File: src/hw/rtl/srw_pkg.sv
// Shared types and constants for the serial register watchdog.
// Item structs, event codes, window offsets and parameter defaults.
// No dependencies.
package srw_pkg;

    // Parameter defaults
    localparam int WindowSizeDefault = 12;
    localparam int CountBitsDefault  = 32;

    // Event codes carried in the mode field
    localparam logic [2:0] ModeTick       = 3'd0;
    localparam logic [2:0] ModeWriteMatch = 3'd1;
    localparam logic [2:0] ModeReadMatch  = 3'd2;
    localparam logic [2:0] ModeDataWrite  = 3'd3;
    localparam logic [2:0] ModeDataRead   = 3'd4;
    localparam logic [2:0] ModeStop       = 3'd5;

    // Register window byte offsets
    localparam int OffEnable  = 1;
    localparam int OffReload  = 2;
    localparam int OffTimeout = 4;   // 4..7, word slot 1
    localparam int OffCounter = 8;   // 8..11, word slot 2

    typedef struct packed {
        logic [2:0] mode;
        logic [7:0] write_byte;
    } cmd_item_t;

    typedef struct packed {
        logic [7:0] read_byte;
        logic       chip_reset;
    } rsp_item_t;

endpackage

File: src/hw/rtl/srw_core.sv
// Watchdog state and register window decode for the serial register watchdog.
// Computes one result per event and updates state on the accepting edge.
// Depends on srw_pkg.
module srw_core #(
    parameter int WINDOW_SIZE = srw_pkg::WindowSizeDefault,
    parameter int COUNT_BITS  = srw_pkg::CountBitsDefault
) (
    input  logic                  clk,
    input  logic                  rst_n,
    input  logic                  take,
    input  srw_pkg::cmd_item_t    cmd,
    output srw_pkg::rsp_item_t    rsp
);

    localparam int PtrBits = $clog2(WINDOW_SIZE);
    localparam logic [COUNT_BITS-1:0] CntOnes = {COUNT_BITS{1'b1}};

    logic                  pending_reg,  pending_next;
    logic [PtrBits-1:0]    ptr_reg,      ptr_next;
    logic [7:0]            enable_reg,   enable_next;
    logic [COUNT_BITS-1:0] live_reg,     live_next;
    logic [COUNT_BITS-1:0] count_reg,    count_next;
    logic [COUNT_BITS-1:0] staging_reg,  staging_next;
    logic [COUNT_BITS-1:0] snap_reg,     snap_next;

    // pointer byte modulo window size, as a constant lookup
    logic [PtrBits-1:0] mod_tab [256];
    genvar g;
    generate
        for (g = 0; g < 256; g++)
        begin : g_mod
            assign mod_tab[g] = PtrBits'(g % WINDOW_SIZE);
        end
    endgenerate

    logic [PtrBits-1:0] ptr_inc;
    logic               at_enable, at_reload, at_timeout, at_counter;
    logic [4:0]         lane_bit;
    logic [31:0]        staging_w, snap_w, staging_wr;

    assign ptr_inc    = (ptr_reg == PtrBits'(WINDOW_SIZE - 1)) ? '0 : ptr_reg + 1'b1;
    assign at_enable  = (ptr_reg == PtrBits'(srw_pkg::OffEnable));
    assign at_reload  = (ptr_reg == PtrBits'(srw_pkg::OffReload));
    assign at_timeout = (ptr_reg[PtrBits-1:2] == (PtrBits-2)'(srw_pkg::OffTimeout / 4));
    assign at_counter = (ptr_reg[PtrBits-1:2] == (PtrBits-2)'(srw_pkg::OffCounter / 4));
    assign lane_bit   = {ptr_reg[1:0], 3'b000};
    assign staging_w  = 32'(staging_reg);
    assign snap_w     = 32'(snap_reg);

    always_comb
    begin
        staging_wr = staging_w;
        staging_wr[lane_bit +: 8] = cmd.write_byte;
    end

    always_comb
    begin
        pending_next  = pending_reg;
        ptr_next      = ptr_reg;
        enable_next   = enable_reg;
        live_next     = live_reg;
        count_next    = count_reg;
        staging_next  = staging_reg;
        snap_next     = snap_reg;
        rsp.read_byte  = 8'h00;
        rsp.chip_reset = 1'b0;
        case (cmd.mode)
            srw_pkg::ModeTick:
            begin
                if (enable_reg != 8'h00)
                begin
                    if (count_reg == '0)
                    begin
                        // expiry: pulse and return to reset values
                        rsp.chip_reset = 1'b1;
                        pending_next   = 1'b0;
                        ptr_next       = '0;
                        enable_next    = 8'h00;
                        live_next      = CntOnes;
                        count_next     = CntOnes;
                        staging_next   = CntOnes;
                        snap_next      = CntOnes;
                    end
                    else
                    begin
                        count_next = count_reg - 1'b1;
                    end
                end
            end
            srw_pkg::ModeWriteMatch:
            begin
                pending_next = 1'b1;
            end
            srw_pkg::ModeReadMatch:
            begin
                staging_next = live_reg;
                snap_next    = count_reg;
            end
            srw_pkg::ModeDataWrite:
            begin
                if (pending_reg)
                begin
                    ptr_next     = mod_tab[cmd.write_byte];
                    pending_next = 1'b0;
                end
                else
                begin
                    if (at_enable)
                        enable_next = cmd.write_byte;
                    else if (at_reload)
                        count_next = live_reg;
                    else if (at_timeout)
                        staging_next = COUNT_BITS'(staging_wr);
                    ptr_next = ptr_inc;
                end
            end
            srw_pkg::ModeDataRead:
            begin
                if (at_enable)
                    rsp.read_byte = enable_reg;
                else if (at_timeout)
                    rsp.read_byte = staging_w[lane_bit +: 8];
                else if (at_counter)
                    rsp.read_byte = snap_w[lane_bit +: 8];
                ptr_next = ptr_inc;
            end
            srw_pkg::ModeStop:
            begin
                live_next = staging_reg;
            end
            default:
            begin
                // unused codes: no effect
            end
        endcase
    end

    always_ff @(posedge clk or negedge rst_n)
    begin
        if (!rst_n)
        begin
            pending_reg <= 1'b0;
            ptr_reg     <= '0;
            enable_reg  <= 8'h00;
            live_reg    <= CntOnes;
            count_reg   <= CntOnes;
            staging_reg <= CntOnes;
            snap_reg    <= CntOnes;
        end
        else if (take)
        begin
            pending_reg <= pending_next;
            ptr_reg     <= ptr_next;
            enable_reg  <= enable_next;
            live_reg    <= live_next;
            count_reg   <= count_next;
            staging_reg <= staging_next;
            snap_reg    <= snap_next;
        end
    end

endmodule

File: src/hw/rtl/serial_register_watchdog_unit.sv
// Throughput 1 item per cycle, held off only while the output register keeps a
// stalled result.
// Each item is applied to the watchdog state in its accepting cycle and its result
// lands in a single output register. Depends on srw_pkg and srw_core.
// Reset (rst_n low, async) empties the output register, disables the watchdog and
// loads timeout, counter, staging and snapshot with all ones.
module serial_register_watchdog_unit #(
    parameter int WINDOW_SIZE = srw_pkg::WindowSizeDefault,
    parameter int COUNT_BITS  = srw_pkg::CountBitsDefault
) (
    input  logic               clk,
    input  logic               rst_n,
    // event channel
    input  logic               cmd_valid,
    output logic               cmd_stall,
    input  srw_pkg::cmd_item_t cmd_item,
    // result channel
    output logic               rsp_valid,
    input  logic               rsp_stall,
    output srw_pkg::rsp_item_t rsp_item
);

    logic               take;
    srw_pkg::rsp_item_t rsp_comb;
    srw_pkg::rsp_item_t rsp_reg;
    logic               rsp_valid_reg, rsp_valid_next;

    // Hold off new items only while a result sits unaccepted downstream.
    assign cmd_stall = rsp_valid_reg & rsp_stall;
    assign take      = cmd_valid & ~cmd_stall;

    srw_core #(
        .WINDOW_SIZE (WINDOW_SIZE),
        .COUNT_BITS  (COUNT_BITS)
    ) u_core (
        .clk   (clk),
        .rst_n (rst_n),
        .take  (take),
        .cmd   (cmd_item),
        .rsp   (rsp_comb)
    );

    // Output register: refills when empty or drained this cycle.
    always_comb
    begin
        rsp_valid_next = rsp_valid_reg;
        if (take)
            rsp_valid_next = 1'b1;
        else if (!rsp_stall)
            rsp_valid_next = 1'b0;
    end

    always_ff @(posedge clk or negedge rst_n)
    begin
        if (!rst_n)
            rsp_valid_reg <= 1'b0;
        else
            rsp_valid_reg <= rsp_valid_next;
    end

    // payload needs no reset
    always_ff @(posedge clk)
    begin
        if (take)
            rsp_reg <= rsp_comb;
    end

    assign rsp_valid = rsp_valid_reg;
    assign rsp_item  = rsp_reg;

endmodule
File: config.mk
export PLATFORM = sky130hd
export DESIGN_NAME = serial_register_watchdog_unit
export DESIGN_NICKNAME = d
export VERILOG_FILES = /design/src/hw/rtl/srw_pkg.sv /design/src/hw/rtl/srw_core.sv /design/src/hw/rtl/serial_register_watchdog_unit.sv
export SDC_FILE = /design/constraint.sdc
export NUM_CORES = 1
export LEC_CHECK = 0
export BUFFER_PORTS_ARGS = -buffer_cell sky130_fd_sc_hd__buf_2
export CAP_MARGIN = 20
export CORE_MARGIN = 2
export CORE_UTILIZATION = 63
export CTS_CLUSTER_DIAMETER = 100
export DETAILED_ROUTE_END_ITERATION = 7
export GPL_ROUTABILITY_DRIVEN = 1
export PLACE_DENSITY_LB_ADDON = 0.25
export SYNTH_ARGS = -nofsm -noshare
export SYNTH_HDL_FRONTEND = slang
export SYNTH_SLANG_ARGS = --single-unit
File: constraint.sdc
create_clock -name clk -period 3.1 [get_ports clk]
set_input_delay 0.155 -clock clk [delete_from_list [all_inputs] [get_ports clk]]
set_output_delay 0.155 -clock clk [all_outputs]
set_load 0.05 [all_outputs]
==> flow_metrics.tcl <==
set metrics [dict create \
    tightest_slew_ns 1.052 \
    startpoint "u_core.count_reg[0]$_DFFE_PN1P_" \
    slew_violations 0 \
    hold_path_class "primary input to flop" \
    slew_headroom 0.2984 \
    grt_max_degree 84 \
    cts_buffers 17 \
    seq_area_frac_synth 0.4536 \
    r2r-start "u_core.count_reg[0]$_DFFE_PN1P_" \
    netlist_area_sq_mm 0.008783 \
    htree_levels 4 \
    yosysWarnings 0 \
    final_area_sq_mm 0.009533 \
    synth.top_cell.area_share 0.3829 \
    dieArea_sq_mm 0.01490 \
    die_w_microns 122.1 \
    synth_edf_count 9 \
    finalHoldViolations 0 \
    syn2layout_area_growth_pct 8.533 \
    synthAdderAreaFrac 0.01567 \
    ir_drop_uv 585.0 \
    place_ws_ns 0.5419 \
    io_pins 26 \
    synth_area_per_cell_sq_um 10.78 \
    met3_length_mm 2.404 \
    fin_nets 842 \
    coreArea_sq_mm 0.01377 \
    dr.max_layer_used "met4" \
    worst_setup_path_end_kind "flop" \
    clkLatencyLatePin_ns 0.43 \
    cts-root-buf "clkbuf_16" \
    gp_congestion 0.9190 \
    synth_top_family_by_area "compound AO/OA/AOI/OAI gates" \
    synthSimpleGateAreaFrac 0.1422 \
    post_drt_wl_per_cell_microns 25.55 \
    setup_tns_ns 0 \
    grt_pass1_vias 6823 \
    cts.clk_slew.worst_paths_ns 0.07 \
    fin_ws_ns 0.4629 \
    grt_usage 0.3646 \
    wl_mm 25.76 \
    powerDensity_mw_per_mm2 767.6 \
    finalCritPeriodShare 0.8507 \
    critPathKind "flop to flop" \
    cp_max_fo 5 \
    fmax_mhz 379.2 \
    rsz0062_at_grt "no" \
    synth.area.mux_share 0.09886 \
    nFillCells 1041 \
    placedCellCount 974 \
    maxCapViolations 0 \
    postRouteAntennaNets 0 \
    drtIter0Drc 944 \
    cp.required_ns 3.44 \
    arrival_ns 2.98 \
    via_count 7253 \
    crit_path_start_kind "flop" \
    synthCells 815 \
    met2WireLength_mm 11.53 \
    row_count 43 \
    hp-start "cmd_item[1]" \
    ys_ff_latch 151 \
    synth.area.top_cells "dfstp_2 (38%), o22a_1 (6.6%), nor2_1 (4.3%)" \
    first_pass_iters 8 \
    die_h_microns 122.1 \
    portBuffers 25 \
    multiInputGateArea_sq_mm 0.004265 \
    finalClockSkew_ns 0.006679 \
    yosysTopAreaCell "dfstp_2" \
    period_needed_ns 2.637 \
    finalNonFillerCells 1008 \
    clkSinkCount 151 \
    antenna_cells 0 \
    synth_nets 841 \
    drcViolationCount 0 \
    status "completed" \
    cts_buffer_depth 2 \
    final_core_util 0.6921 \
    viasPerCell 7.195 \
    leakage_nw 3.525 \
    antenna_found_initial 0 \
    drive_above_1_share 0.3031 \
    dp_hpwl_mm 17.59 \
    synthXorXnorAreaFrac 0.001994 \
    setup_viol 0 \
    netlist-cell-type-count 84 \
    grt_pass1_wl_mm 40.14 \
    start_util 0.6377 \
    regArea_sq_mm 0.003984 \
    async_flop_share 0.9404 \
    cts_tree "yes" \
    wl_met1_mm 10.75 \
    grt.overflow.total 0 \
    place_area_sq_mm 0.008894 \
    synthFlopType "dfstp_2" \
    synth_compound_area_frac 0.2269 \
]
area by class of cell:
| cell class | count | area share |
|---|---|---|
| multi-input combinational | 565 | 0.4474 |
| timing repair buffer | 45 | 0.03268 |
| sequential | 151 | 0.4179 |
| tap | 180 | 0.02363 |
| clock buffer | 18 | 0.04725 |
| inverter | 36 | 0.01418 |
| clock inverter | 13 | 0.01693 |
metrics by stage:
| stage | total power, mW | hold WS (ns) |
|---|---|---|
| finish | 7.317 | 0.07013 |
| global route | 7.614 | 0.06782 |
| CTS | 7.278 | 0.05527 |
| detailed placement | 5.128 | 0.1730 |
| global placement | 5.053 | 0.1667 |
| floorplan | 4.468 | -0.1406 |
repair_timing:
action | CTS | global route
setup buffers | 0 | 0
setup endpoints to repair | 0 | 0
gates resized for setup | 0 | 0
hold buffers | 2 | 0
endpoints found under the hold margin | 15 | 0
worst paths after layout:
path,endpoint,slack [ns],cells past startpoint
worst max register to register,u_core.count_reg[30]$_DFFE_PN1P_,0.46,7
max in group asynchronous,u_core.staging_reg[10]$_DFFE_PN1P_,1.99,3
min in group asynchronous,rsp_valid$_DFFE_PN0P_,0.28,2
worst min-delay path,u_core.enable_reg[1]$_DFFE_PN0P_,0.07,3
worst max-delay path,u_core.count_reg[30]$_DFFE_PN1P_,0.46,7
worst min register to register,u_core.count_reg[17]$_DFFE_PN1P_,0.50,2
report_power, final:
part	internal, mW	switching (mW)
Clock	1.25	0.886
Sequential	2.87	0.688
Combinational	0.741	0.882
placed cells by master (no fill, tap or decap), types with 10 or more instances in the layout:
| cell type | synthesis | final |
|---|---|---|
| nand2_1 | 32 | 32 |
| nor4_1 | 11 | 11 |
| and3_1 | 12 | 12 |
| buf_4 | 2 | 15 |
| a31oi_1 | 13 | 13 |
| dfrtp_1 | 14 | 14 |
| a22oi_1 | 11 | 11 |
| a221oi_1 | 25 | 25 |
| a2bb2oi_1 | 16 | 16 |
| mux4_2 | 16 | 16 |
| o22a_1 | 66 | 66 |
| nor3_1 | 15 | 15 |
| o22ai_1 | 10 | 10 |
| o21ai_0 | 35 | 35 |
| a21oi_1 | 28 | 28 |
| dfstp_2 | 128 | 128 |
| inv_1 | 35 | 35 |
| mux2_1 | 25 | 25 |
| mux2i_1 | 17 | 17 |
| nor2_1 | 100 | 100 |
| ha_1 | 11 | 11 |
| buf_2 | 11 | 24 |
| clkbuf_16 | 0 | 18 |
synth_stat cells (4+ instances only):
| master | n |
|---|---|
| mux2i_1 | 17 |
| o22a_1 | 66 |
| nand2_1 | 32 |
| o22ai_1 | 10 |
| a31oi_1 | 13 |
| clkbuf_1 | 32 |
| edfxtp_1 | 9 |
| a21oi_1 | 28 |
| a22oi_1 | 11 |
| o21ai_0 | 35 |
| mux2_1 | 25 |
| nor4_1 | 11 |
| mux4_2 | 16 |
| a221oi_1 | 25 |
| a22o_1 | 5 |
| nor3b_1 | 6 |
| nor2b_1 | 7 |
| nand3_1 | 8 |
| a41oi_1 | 4 |
| a2111oi_0 | 4 |
| and3_1 | 12 |
| a211oi_1 | 6 |
| ha_1 | 11 |
| nand4_1 | 7 |
| buf_6 | 7 |
| a2bb2oi_1 | 16 |
| a221o_1 | 5 |
| dfstp_2 | 128 |
| nor2_1 | 100 |
| mux2_2 | 5 |
| nor3_1 | 15 |
| dfrtp_1 | 14 |
| inv_1 | 35 |
| buf_2 | 11 |
cell families (layout without fill, tap and decap cells):
group | after synthesis | count (layout)
mux | 63 | 63
xor+xnor | 2 | 2
compound gates | 256 | 256
buf+inv | 99 | 112
simple gates | 233 | 233
flops | 151 | 151
fa+ha+maj | 11 | 11
worst max-delay path, stage by stage (launching register included):
cell and delay (ns):
dfstp_2 0.39, inv_1 0.11, ha_1 0.22, nor3b_1 0.43
nand3_1 0.37, nor4_1 0.63, a211oi_1 0.17, a211oi_1 0.23
layer usage:
| metal | vias to the layer above | global-route usage |
|---|---|---|
| met5 | - | 0 |
| met4 | 0 | 0.1789 |
| met3 | 79 | 0.08427 |
| met2 | 417 | 0.5328 |
| met1 | 3645 | 0.5135 |
| li1 | 3112 | - |
Power figures use the tool's default switching activity.
